==> config.mk <==
export PLATFORM = sky130hd
export DESIGN_NAME = fixed_partition_fit_allocator
export DESIGN_NICKNAME = d
export VERILOG_FILES = /design/src/rtl/fpa_pkg.sv /design/src/rtl/fixed_partition_fit_allocator.sv /design/src/rtl/fpa_fit_unit.sv
export SDC_FILE = /design/constraint.sdc
export NUM_CORES = 1
export LEC_CHECK = 0
export BUFFER_PORTS_ARGS = -buffer_cell sky130_fd_sc_hd__buf_2
export CAP_MARGIN = 20
export CORE_MARGIN = 2
export CORE_UTILIZATION = 50
export CTS_BUF_LIST = sky130_fd_sc_hd__clkbuf_8
export CTS_CLUSTER_SIZE = 10
export DETAILED_ROUTE_END_ITERATION = 8
export PLACE_DENSITY = 0.66
export SLEW_MARGIN = 20
export SYNTH_ARGS = -nofsm -noshare
export SYNTH_HDL_FRONTEND = slang
export SYNTH_SLANG_ARGS = --single-unit
==> constraint.sdc <==
create_clock -name clk -period 13.68 [get_ports clk]
set_input_delay 0.684 -clock clk [delete_from_list [all_inputs] [get_ports clk]]
set_output_delay 0.684 -clock clk [all_outputs]
set_load 0.1 [all_outputs]
==> src/rtl/fpa_pkg.sv <==
package fpa_pkg;

	// Placement policy codes held in the fit_policy register
	localparam logic [1:0] POLICY_FIRST = 2'd0;
	localparam logic [1:0] POLICY_BEST  = 2'd1;
	localparam logic [1:0] POLICY_WORST = 2'd2;

	// Item modes
	localparam logic MODE_LOAD  = 1'b0;
	localparam logic MODE_ALLOC = 1'b1;

	// Configuration register indexes
	localparam logic REG_FIT_POLICY      = 1'b0;
	localparam logic REG_PARTITION_COUNT = 1'b1;

	// Field widths fixed by the interface
	localparam int POLICY_W   = 2;
	localparam int COUNT_W    = 6;
	localparam int CFG_DATA_W = 6;
	localparam int PIDX_W     = 5;
	localparam int SIZE_W     = 16;

	// Control from the scan sequencer to the fit unit
	typedef struct packed {
		logic       clear;
		logic       eval_en;
		logic [1:0] policy;
	} fit_ctl_t;

endpackage

==> src/rtl/fixed_partition_fit_allocator.sv <==
// Fixed-partition allocator. A load item (mode 0) writes one partition's size and marks it
// free and returns nothing. An allocate item (mode 1) scans partitions
// 0 .. min(partition_count, NUM_PARTITIONS)-1 through the partition table, one read per
// cycle, and picks a free partition that holds the request by the fit_policy register:
// first fit (lowest index, also for code 3), best fit (least leftover) or worst fit (most
// leftover), ties going to the lower index. The pick is marked used and one result item
// returns found, the index and the leftover; when nothing fits, found, index and leftover
// are all zero and the table is left alone. An allocation occupies the block from accept
// through the table reads, one per entry up to the limit, and the registered read to the
// write-back; with a count of zero no read is made, and first fit stops at its first hit.
// The table read port sets the length of the scan. Input is taken only while no
// allocation is in flight; a finished result waits in the output register while loads and
// the next allocation proceed, and the write-back holds only if that register is still
// full. Used bits live in the table beside the sizes: every load to an index below
// NUM_PARTITIONS clears its entry's used bit, and an entry that was never loaded must not
// be scanned, so the table needs no clearing pass after reset.
module fixed_partition_fit_allocator #(
	parameter int NUM_PARTITIONS = 32,
	parameter int SIZE_BITS      = 16
) (
	input  logic                               clk,
	input  logic                               arst_n,
	input  logic                               cfg_we,
	input  logic                               cfg_addr,
	input  logic [fpa_pkg::CFG_DATA_W-1:0]     cfg_data,
	input  logic                               in_valid,
	output logic                               in_ready,
	input  logic                               mode,
	input  logic [fpa_pkg::PIDX_W-1:0]         partition_index,
	input  logic [fpa_pkg::SIZE_W-1:0]         size_value,
	output logic                               out_valid,
	input  logic                               out_ready,
	output logic                               found,
	output logic [fpa_pkg::PIDX_W-1:0]         chosen_partition,
	output logic [fpa_pkg::SIZE_W-1:0]         leftover
);

	localparam int IDX_W   = (NUM_PARTITIONS > 1) ? $clog2(NUM_PARTITIONS) : 1;
	localparam int LIM_W   = $clog2(NUM_PARTITIONS + 1);
	localparam int ENTRY_W = SIZE_BITS + 1;

	localparam logic [1:0] S_IDLE   = 2'd0;
	localparam logic [1:0] S_SCAN   = 2'd1;
	localparam logic [1:0] S_FINISH = 2'd2;

	logic [1:0] state_q;

	// Configuration registers
	logic [fpa_pkg::POLICY_W-1:0] fit_policy_q;
	logic [fpa_pkg::COUNT_W-1:0]  partition_count_q;

	always_ff @(posedge clk or negedge arst_n) begin
		if (!arst_n) begin
			fit_policy_q      <= fpa_pkg::POLICY_FIRST;
			partition_count_q <= '0;
		end else if (cfg_we) begin
			case (cfg_addr)
				fpa_pkg::REG_FIT_POLICY:      fit_policy_q <= cfg_data[fpa_pkg::POLICY_W-1:0];
				fpa_pkg::REG_PARTITION_COUNT: partition_count_q <= cfg_data;
				default: ;
			endcase
		end
	end

	// Input decode
	logic                 in_acc;
	logic [31:0]          pidx_ext;
	logic [31:0]          size_ext;
	logic [SIZE_BITS-1:0] size_in;
	logic                 load_ok;
	logic [LIM_W-1:0]     limit_in;

	assign in_ready = (state_q == S_IDLE);
	assign in_acc   = in_valid && in_ready;
	assign pidx_ext = 32'(partition_index);
	assign size_ext = 32'(size_value);
	assign size_in  = size_ext[SIZE_BITS-1:0];
	assign load_ok  = (pidx_ext < NUM_PARTITIONS);
	assign limit_in = (32'(partition_count_q) > NUM_PARTITIONS) ?
		LIM_W'(NUM_PARTITIONS) : LIM_W'(partition_count_q);

	// Per-allocation registers
	logic [SIZE_BITS-1:0]         req_q;
	logic [fpa_pkg::POLICY_W-1:0] policy_q;
	logic [LIM_W-1:0]             limit_q;
	logic [LIM_W-1:0]             cnt_q;
	logic                         rvld_s1;
	logic [IDX_W-1:0]             ridx_s1;

	always_ff @(posedge clk) begin
		if (in_acc && (mode == fpa_pkg::MODE_ALLOC)) begin
			req_q    <= size_in;
			policy_q <= fit_policy_q;
			limit_q  <= limit_in;
		end
	end

	// Partition table: {used, size}, one write and one registered read per cycle
	logic [ENTRY_W-1:0] table_mem [NUM_PARTITIONS];
	logic               mem_we;
	logic [IDX_W-1:0]   mem_waddr;
	logic [ENTRY_W-1:0] mem_wdata;
	logic               mem_re;
	logic [ENTRY_W-1:0] rdata_s1;

	// Fit unit
	fpa_pkg::fit_ctl_t    fit_ctl;
	logic                 fit_have;
	logic [IDX_W-1:0]     fit_pick;
	logic [SIZE_BITS-1:0] fit_best;
	logic [SIZE_BITS-1:0] fit_pick_size;
	logic                 fit_first_hit;
	logic                 last_eval;
	logic                 slot_free;

	assign mem_re    = (state_q == S_SCAN) && (cnt_q < limit_q);
	assign last_eval = (32'(ridx_s1) + 32'd1 == 32'(limit_q));
	assign slot_free = !out_valid || out_ready;

	always_comb begin
		if (state_q == S_FINISH) begin
			mem_we    = slot_free && fit_have;
			mem_waddr = fit_pick;
			mem_wdata = {1'b1, fit_pick_size};
		end else begin
			mem_we    = in_acc && (mode == fpa_pkg::MODE_LOAD) && load_ok;
			mem_waddr = pidx_ext[IDX_W-1:0];
			mem_wdata = {1'b0, size_in};
		end
	end

	always_ff @(posedge clk) begin
		if (mem_we) begin
			table_mem[mem_waddr] <= mem_wdata;
		end
		if (mem_re) begin
			rdata_s1 <= table_mem[cnt_q[IDX_W-1:0]];
		end
	end

	always_ff @(posedge clk) begin
		if (mem_re) begin
			ridx_s1 <= cnt_q[IDX_W-1:0];
		end
	end

	always_comb begin
		fit_ctl.clear   = in_acc;
		fit_ctl.eval_en = rvld_s1 && (state_q == S_SCAN);
		fit_ctl.policy  = policy_q;
	end

	fpa_fit_unit #(
		.IDX_W     (IDX_W),
		.SIZE_BITS (SIZE_BITS)
	) u_fit (
		.clk        (clk),
		.arst_n     (arst_n),
		.ctl        (fit_ctl),
		.req        (req_q),
		.entry_used (rdata_s1[SIZE_BITS]),
		.entry_size (rdata_s1[SIZE_BITS-1:0]),
		.entry_idx  (ridx_s1),
		.have       (fit_have),
		.pick       (fit_pick),
		.best       (fit_best),
		.pick_size  (fit_pick_size),
		.first_hit  (fit_first_hit)
	);

	// Sequencer: issue reads, stop at the last entry or at a first-fit hit
	always_ff @(posedge clk or negedge arst_n) begin
		if (!arst_n) begin
			state_q <= S_IDLE;
			cnt_q   <= '0;
			rvld_s1 <= 1'b0;
		end else begin
			case (state_q)
				S_IDLE: begin
					rvld_s1 <= 1'b0;
					cnt_q   <= '0;
					if (in_acc && (mode == fpa_pkg::MODE_ALLOC)) begin
						state_q <= (limit_in == '0) ? S_FINISH : S_SCAN;
					end
				end
				S_SCAN: begin
					if (mem_re) begin
						cnt_q <= cnt_q + LIM_W'(1);
					end
					if (rvld_s1 && (last_eval || fit_first_hit)) begin
						rvld_s1 <= 1'b0;
						state_q <= S_FINISH;
					end else begin
						rvld_s1 <= mem_re;
					end
				end
				S_FINISH: begin
					rvld_s1 <= 1'b0;
					if (slot_free) begin
						state_q <= S_IDLE;
					end
				end
				default: begin
					rvld_s1 <= 1'b0;
					state_q <= S_IDLE;
				end
			endcase
		end
	end

	// Output register: hold the result until taken
	logic [31:0] pick_ext;
	logic [31:0] best_ext;

	assign pick_ext = 32'(fit_pick);
	assign best_ext = 32'(fit_best);

	always_ff @(posedge clk or negedge arst_n) begin
		if (!arst_n) begin
			out_valid <= 1'b0;
		end else if ((state_q == S_FINISH) && slot_free) begin
			out_valid <= 1'b1;
		end else if (out_ready) begin
			out_valid <= 1'b0;
		end
	end

	always_ff @(posedge clk) begin
		if ((state_q == S_FINISH) && slot_free) begin
			found            <= fit_have;
			chosen_partition <= fit_have ? pick_ext[fpa_pkg::PIDX_W-1:0] : '0;
			leftover         <= fit_have ? best_ext[fpa_pkg::SIZE_W-1:0] : '0;
		end
	end

	// Checks
	a_cnt_bound: assert property (@(posedge clk) disable iff (!arst_n)
		(state_q == S_SCAN) |-> (cnt_q <= limit_q))
		else $error("scan read counter ran past the limit");

	a_notfound_zero: assert property (@(posedge clk) disable iff (!arst_n)
		(out_valid && !found) |-> ((chosen_partition == '0) && (leftover == '0)))
		else $error("not-found result carries nonzero fields");

	a_alloc_busy: assert property (@(posedge clk) disable iff (!arst_n)
		(in_acc && (mode == fpa_pkg::MODE_ALLOC)) |=> (state_q != S_IDLE))
		else $error("allocation accepted but sequencer stayed idle");

	a_rvld_scan: assert property (@(posedge clk) disable iff (!arst_n)
		rvld_s1 |-> (state_q == S_SCAN))
		else $error("table read pending outside the scan");

	a_wb_result: assert property (@(posedge clk) disable iff (!arst_n)
		((state_q == S_FINISH) && slot_free) |=> (out_valid && (state_q == S_IDLE)))
		else $error("write-back did not deliver a result");

endmodule

==> src/rtl/fpa_fit_unit.sv <==
module fpa_fit_unit #(
	parameter int IDX_W     = 5,
	parameter int SIZE_BITS = 16
) (
	input  logic                 clk,
	input  logic                 arst_n,
	input  fpa_pkg::fit_ctl_t    ctl,
	input  logic [SIZE_BITS-1:0] req,
	input  logic                 entry_used,
	input  logic [SIZE_BITS-1:0] entry_size,
	input  logic [IDX_W-1:0]     entry_idx,
	output logic                 have,
	output logic [IDX_W-1:0]     pick,
	output logic [SIZE_BITS-1:0] best,
	output logic [SIZE_BITS-1:0] pick_size,
	output logic                 first_hit
);

	logic                 have_q;
	logic [IDX_W-1:0]     pick_q;
	logic [SIZE_BITS-1:0] best_q;
	logic [SIZE_BITS-1:0] pick_size_q;
	logic                 fits;
	logic [SIZE_BITS-1:0] left;
	logic                 take;
	logic                 is_best;
	logic                 is_worst;

	assign is_best  = (ctl.policy == fpa_pkg::POLICY_BEST);
	assign is_worst = (ctl.policy == fpa_pkg::POLICY_WORST);
	assign fits     = ctl.eval_en && !entry_used && (entry_size >= req);
	assign left     = entry_size - req;

	// Ties keep the lower index: only a strictly better leftover replaces
	always_comb begin
		if (!fits) begin
			take = 1'b0;
		end else if (!have_q) begin
			take = 1'b1;
		end else if (is_best) begin
			take = (left < best_q);
		end else if (is_worst) begin
			take = (left > best_q);
		end else begin
			take = 1'b1;
		end
	end

	assign first_hit = fits && !is_best && !is_worst;

	always_ff @(posedge clk or negedge arst_n) begin
		if (!arst_n) begin
			have_q <= 1'b0;
		end else if (ctl.clear) begin
			have_q <= 1'b0;
		end else if (take) begin
			have_q <= 1'b1;
		end
	end

	always_ff @(posedge clk) begin
		if (take) begin
			pick_q      <= entry_idx;
			best_q      <= left;
			pick_size_q <= entry_size;
		end
	end

	assign have      = have_q;
	assign pick      = pick_q;
	assign best      = best_q;
	assign pick_size = pick_size_q;

endmodule
* After elaboration in Yosys (flattened, before gate mapping)
Memory sizes are Yosys's and may differ from the RTL's. A register that Yosys moved wholly into a read port is not among the register bits. Index checks and enable logic that the tools add are counted.
Storage, ports and cells: register bits after elaboration 107, bits in writable memories 544, input port bits 34, output and inout bits 24, logic and storage cells 89, memories 1
Cells by class: $add $sub $neg 3, order comparisons 6, equal/unequal tests 9, mux-type cells 23, bitwise gates (word level) 2, reduce and logical (&&, ||, !) cells 28
Memories:
- table_mem | depth 32, bits a word 17, rd ports 1, clocked after Yosys merged registers in 1, wr ports 1, RTL line fixed_partition_fit_allocator.sv:99 | logic [ENTRY_W-1:0] table_mem [NUM_PARTITIONS];
Operators by type and width (number):
- two-way mux 17 bit | 1
- >= comparator 16 bit | 1
- > comparator 16 bit | 1
- < comparator 16 bit | 1
- subtractor 16 bit | 1
- logical AND 1 bit | 13
- two-way mux 1 bit | 13
- two-way mux 6 bit | 2
- one-hot mux 6 bit (2 select lines) | 1
- two-way mux 2 bit | 4
- adder 5 x 1 -> 6 bit, second input constant | 1
- adder 6 x 1 -> 6 bit, second input constant | 1
- == test 6 bit | 1
- > comparator 6 bit, second input constant | 1
- logical NOT 6 bit | 1
- < comparator 5 x 6 -> 1 bit, second input constant | 1
- < comparator 6 bit | 1
- one-hot mux 2 bit (3 select lines) | 1
- AND reduction 2 bit | 3
- nonzero test 2 bit | 3
- two-way mux 5 bit | 1
- == test 2 x 1 -> 1 bit, second input constant | 2
- == test 2 bit, second input constant | 2
- logical NOT 1 bit | 4
- other kinds (6) | 10

* Logic depth before layout (Yosys ltp)
depth in word-level cells 10, mapped depth 16

* Cells and area by module
From an unflattened synthesis, not the netlist that was laid out.
Unflattened totals: cells, all modules 1330, area total of the unflattened synthesis 26874.5 um2
Modules (own cells, without submodules):
- fixed_partition_fit_allocator | times used 1, cells each 1099, area an instance 24409.7 um2, seq. area each 18828.1 um2
- fpa_fit_unit | times used 1, cells each 231, area an instance 2464.9 um2, seq. area each 1136.1 um2

* Worst setup path before layout
OpenSTA, ideal clock, no wires.
kind register -> register, start point register req_q[0], end point register u_fit.best_q[0] (netlist: u_fit.best[0]) (enable), library setup time 453 ps, arrival time 5248 ps, required time 13227 ps, slack 7980 ps, cell stages (with the launch flop) 16, cell sequence edfxtp_1 ha_1 fa_1 nand2b_1 a21oi_1 a2111o_1 o211ai_1 a311o_1 xnor2_1 ha_1 a21oi_1 nand2_1 a21o_1 a2111oi_0 o31ai_1 a41oi_1
On the way: cells in the longest elaborated chain, start to end 6, elaborated cells on any way between the ends 9, classes of those cells 1 x add/sub; 3 x order compare; 4 x mux; 1 x reduce/logical
RTL lines:
- start, declared | RTL line fixed_partition_fit_allocator.sv:83 | logic [SIZE_BITS-1:0] req_q;
- start signal, assigned | RTL line fixed_partition_fit_allocator.sv:92 | req_q <= size_in;
- subtractor 16 bit * | RTL line fpa_fit_unit.sv:32 | assign left = entry_size - req;
- net u_fit.left[14] | RTL line fpa_fit_unit.sv:24 | logic [SIZE_BITS-1:0] left;
- > comparator 16 bit | RTL line fpa_fit_unit.sv:43 | take = (left > best_q);
- two-way mux 1 bit | RTL line fpa_fit_unit.sv:42 | end else if (is_worst) begin
- two-way mux 1 bit * | RTL line fpa_fit_unit.sv:40 | end else if (is_best) begin
- two-way mux 1 bit * | RTL line fpa_fit_unit.sv:38 | end else if (!have_q) begin
- two-way mux 1 bit * | RTL line fpa_fit_unit.sv:36 | if (!fits) begin
- net u_fit.take | RTL line fpa_fit_unit.sv:25 | logic take;
- end signal, assigned | RTL line fpa_fit_unit.sv:64 | best_q <= left;
- end, declared | RTL line fpa_fit_unit.sv:21 | logic [SIZE_BITS-1:0] best_q;
Mark *: on every way through the listed nets, which the timed path passes. The rest lies on a longest branch. A chain may end at the register's enable or synchronous reset.

* Worst setup path in the final report
start point register req_q[0], end point register u_fit.best_q[10] (netlist: u_fit.best[10]) (enable)
Same word-level chain as after synthesis.

==> results.toml <==
[outcome]
run_status = "finished clean"

[timing]
fin_crit_sh = 0.3865
slew_viol_final = 0
slew_headroom = 0.2730
layout_min_cycle_time_ps = 5287
max_freq_mhz = 189.1
worst_pin_slew_ps = 1088
finalSetupViolations = 0
skew_ps = 24.07
hold_violations = 0
holdWs_ps = 187.7
tns_ps = 0
grt_setup_unrepaired = "false"

[synthesis]
syn-num-nets = 1398
ys_seq_elements = 668
syn_inst = 1324
synthFlopType = "edfxtp_1"
avgSynthCellArea_sq_um = 20.23
yosysSeqAreaShare = 0.7453
synth_edf_count = 649
yosys_warnings = 0
syn-cell-area_sq_um = 26790
synth.distinct_cells = 56
synthArstFlopShare = 0.02844

[pwr]
p_per_area_nw_per_um2 = 189.1
swShare = 0.3113
power.switching_uw = 1765
power_frac_comb = 0.277
p_int_uw = 3906
power_uw = 5671
p_clk_frac = 0.259
leakagePower_uw = 0.009955
p_seq_frac = 0.464
ir_drop_mv = 0.1133

[worst_setup_path]
worstPathArrival_ps = 5650
crit_type = "flop to flop"
critPathLaunchType = "flop"
endpoint_kind = "flop"
r2r-end = "u_fit.best[10]$_DFFE_PP_"
worstReg2RegStart = "req_q[0]$_DFFE_PP_"
reg2reg_slack_ps = 8390
worst_r2r_path_depth = 16
path_max_fanout = 19
critPathRequiredTime_ps = 14040

[place]
io_buffers = 57
hpwl_um = 33060
routabilityCongestion = 0.7670

[clocking]
clk_latency_ps = 690
cts_tree = "yes"
cts.clk_slew.worst_paths_ps = 60
cts-root-buf = "clkbuf_8"
clock_sinks = 668
post_cts_buffers = 0
cts_buffer_depth = 3
htree_levels = 3
cts_made_buffers = 102

[floorplanning]
std_cell_rows = 84
io_pins = 58
start_util = 0.5077
core_area_sq_um = 52760
die_area_sq_um = 55440
die-height_um = 235.5
fp.dieW_um = 235.5

[global_routing]
overflow = 0
grt_start_max_net_pins = 104
grt_pass1_wl_um = 85460
first_global_vias = 13830
antenna_found_initial = 3
track_usage = 0.2120

[routing]
firstDrtPassIters = 7
post_drt_wl_per_cell_um = 25.71
dr_total_vias = 13200
vias_per_cell = 5.883
antenna_left = 0
drt-initial-drc-count = 1190
postRouteWirelength_um = 57690
drc = 0

[hold_path]
whs_endpoint = "u_fit.have$_DFFE_PN0P_"
hold_start = "in_valid"
hold_class = "input pin to flop"
min_delay_path_depth = 2

[final_layout]
drive_above_1_share = 0.2971
nNetsFinal = 1553
syn2layout_area_growth_pct = 11.93
fillers = 3888

[run]
max_cap_violations = 0
==> timing repair <==
| action | in CTS | in global routing |
|---|---|---|
| endpoints found under the setup margin | 0 | 0 |
| gates resized for setup | 0 | 0 |
| hold buffers | 1 | 0 |
| hold endpoints to repair | 19 | 0 |
==> per-stage QoR <==
| stage | worst slack [ps] | util | instance area (sq um) | instances |
|---|---|---|---|---|
| 2_1_floorplan | 7980 | - | 26790 | 1324 |
| 3_3_place_gp | 8583 | 0.5329 | 28120 | 2059 |
| 3_5_place_dp | 8383 | 0.5329 | 28120 | 2059 |
| 4_1_cts | 8336 | 0.5670 | 29910 | 2240 |
| 5_1_grt | 7945 | 0.5683 | 29980 | 2244 |
| 6_report | 8393 | 0.5683 | 29980 | 2244 |
==> logic make-up (layout without fill, tap and decap cells) <==
kind of cell / Yosys count / in the layout / share of synthesized area
muxes: 199 / 199 / 0.1549
xor gates and xnor gates: 16 / 16 / 0.005232
other: 0 / 1 / 0
adders and majority gates: 40 / 40 / 0.01896
AOI/OAI and AO/OA: 84 / 84 / 0.02125
DFF: 668 / 668 / 0.7453
buffers and inverters: 101 / 332 / 0.01616
and+or+nand+nor: 216 / 216 / 0.03816
==> power groups by stage <==
stage	combinational, uW	sequential [uW]	clock (uW)
3_3_place_gp	1550	2680	0
2_1_floorplan	1120	2700	0
5_1_grt	1700	2650	1590
6_report	1570	2630	1470
3_5_place_dp	1580	2680	0
4_1_cts	1580	2640	1500
==> sequential cells by signal, summed over array words and instances (netlist names) <==
register,cells
chosen_partition,5
limit_q,6
ridx_s1,5
out_valid,1
state_q,2
rvld_s1,1
policy_q,2
table_mem,544
req_q,16
partition_count_q,6
rdata_s1,17
found,1
fit_policy_q,2
u_fit.pick_size,16
cnt_q,6
leftover,16
u_fit.best,16
u_fit.pick,5
u_fit.have,1
==> cells in the final DEF, fill, tap and decap left out, types with 5 or more instances in the layout <==
master,Yosys,layout
edfxtp_1,649,649
mux4_2,170,170
clkbuf_8,0,106
inv_1,47,80
nand2_1,82,73
buf_2,7,57
buf_4,8,40
ha_1,39,39
nor2_2,0,32
clkinv_1,0,30
mux2_2,25,25
and2_1,23,23
a21oi_1,22,22
nor2_1,50,18
nand3_1,16,16
dfrtp_1,19,15
a21o_1,12,12
xnor2_1,9,9
nor2b_1,9,9
nand2_2,0,9
xor2_1,7,7
o21ai_1,7,7
o211ai_1,7,7
nand2b_1,6,6
nor3b_1,6,6
o31ai_1,6,6
clkinv_2,0,6
o21ai_0,5,5
a211oi_1,5,5
nand4_1,5,5
==> cells in the mapped netlist (2+ instances only) <==
cell type    n  share of area
o2111ai_1    2        0.00065
buf_6        2        0.00084
mux2i_1      4         0.0015
and3_1       3        0.00070
nor3b_1      6         0.0017
o21ai_1      7         0.0013
a31oi_1      2        0.00047
mux2_2      25          0.011
edfxtp_1   649           0.73
a211oi_1     5         0.0014
nor2b_1      9         0.0021
mux4_2     170           0.14
inv_1       47         0.0066
nor4_1       2        0.00047
nand4_1      5         0.0012
a311oi_1     2        0.00065
o21ai_0      5        0.00093
and4_1       4         0.0013
a21oi_1     22         0.0041
o211ai_1     7         0.0020
inv_2        3        0.00042
nand2b_1     6         0.0014
and2_1      23         0.0054
nand2_1     82          0.011
o31ai_1      6         0.0017
a21o_1      12         0.0034
nor3_1       4        0.00075
nand3b_1     2        0.00056
ha_1        39          0.018
nand3_1     16         0.0030
xor2_1       7         0.0023
dfrtp_1     19          0.018
xnor2_1      9         0.0029
a41oi_1      2        0.00065
buf_2        7         0.0013
nor2_1      50         0.0070
buf_1        4        0.00056
buf_4        8         0.0022
clkbuf_1    30         0.0042
==> routing by layer <==
| metal | track usage | up-vias | wire length (um) |
|---|---|---|---|
| li1 | - | 5711 | - |
| met1 | 0.2639 | 6967 | 22550 |
| met3 | 0.03635 | 85 | 3220 |
| met4 | 0.08724 | 2 | 1734 |
| met5 | 0 | - | 13 |
| met2 | 0.3703 | 437 | 30170 |
==> critical path, stage by stage, from the launching register on <==
cell and delay, ps:
edfxtp_1 370, ha_1 240, fa_1 410, nand2b_1 160, a21oi_1 360, a2111o_1 250, o211ai_1 130, a311o_1 300
xnor2_1 220, ha_1 310, a21oi_1 130, nand2_1 60, a21o_1 190, a2111oi_0 540, o31ai_1 200, a41oi_4 670
buf_4 400
==> cell type report <==
class	count	area (sq um)	share of cell area
Tap cell	688	860.8	0.02871
Multi-Input combinational cell	555	6511	0.2172
Clock inverter	74	327.8	0.01093
Timing Repair Buffer	102	660.6	0.02203
Clock buffer	106	1459	0.04866
Sequential cell	668	19970	0.6662
Inverter	50	187.7	0.006259
Antenna cell	1	2.502	0.00008346
==> how the worst max path moves through the flow <==
| stage | slack, ps | startpoint | end |
|---|---|---|---|
| 2_1_floorplan | 7980 | req_q[0]$_DFFE_PP_ | u_fit.best[0]$_DFFE_PP_ |
| 3_3_place_gp | 8580 | req_q[0]$_DFFE_PP_ | u_fit.pick_size[13]$_DFFE_PP_ |
| 3_5_place_dp | 8380 | req_q[0]$_DFFE_PP_ | u_fit.pick_size[14]$_DFFE_PP_ |
| 4_1_cts | 8340 | req_q[0]$_DFFE_PP_ | u_fit.pick_size[10]$_DFFE_PP_ |
| 5_1_grt | 7940 | req_q[0]$_DFFE_PP_ | u_fit.best[10]$_DFFE_PP_ |
| 6_report | 8390 | req_q[0]$_DFFE_PP_ | u_fit.best[10]$_DFFE_PP_ |
No activity file was read; power rests on OpenSTA's default activity.
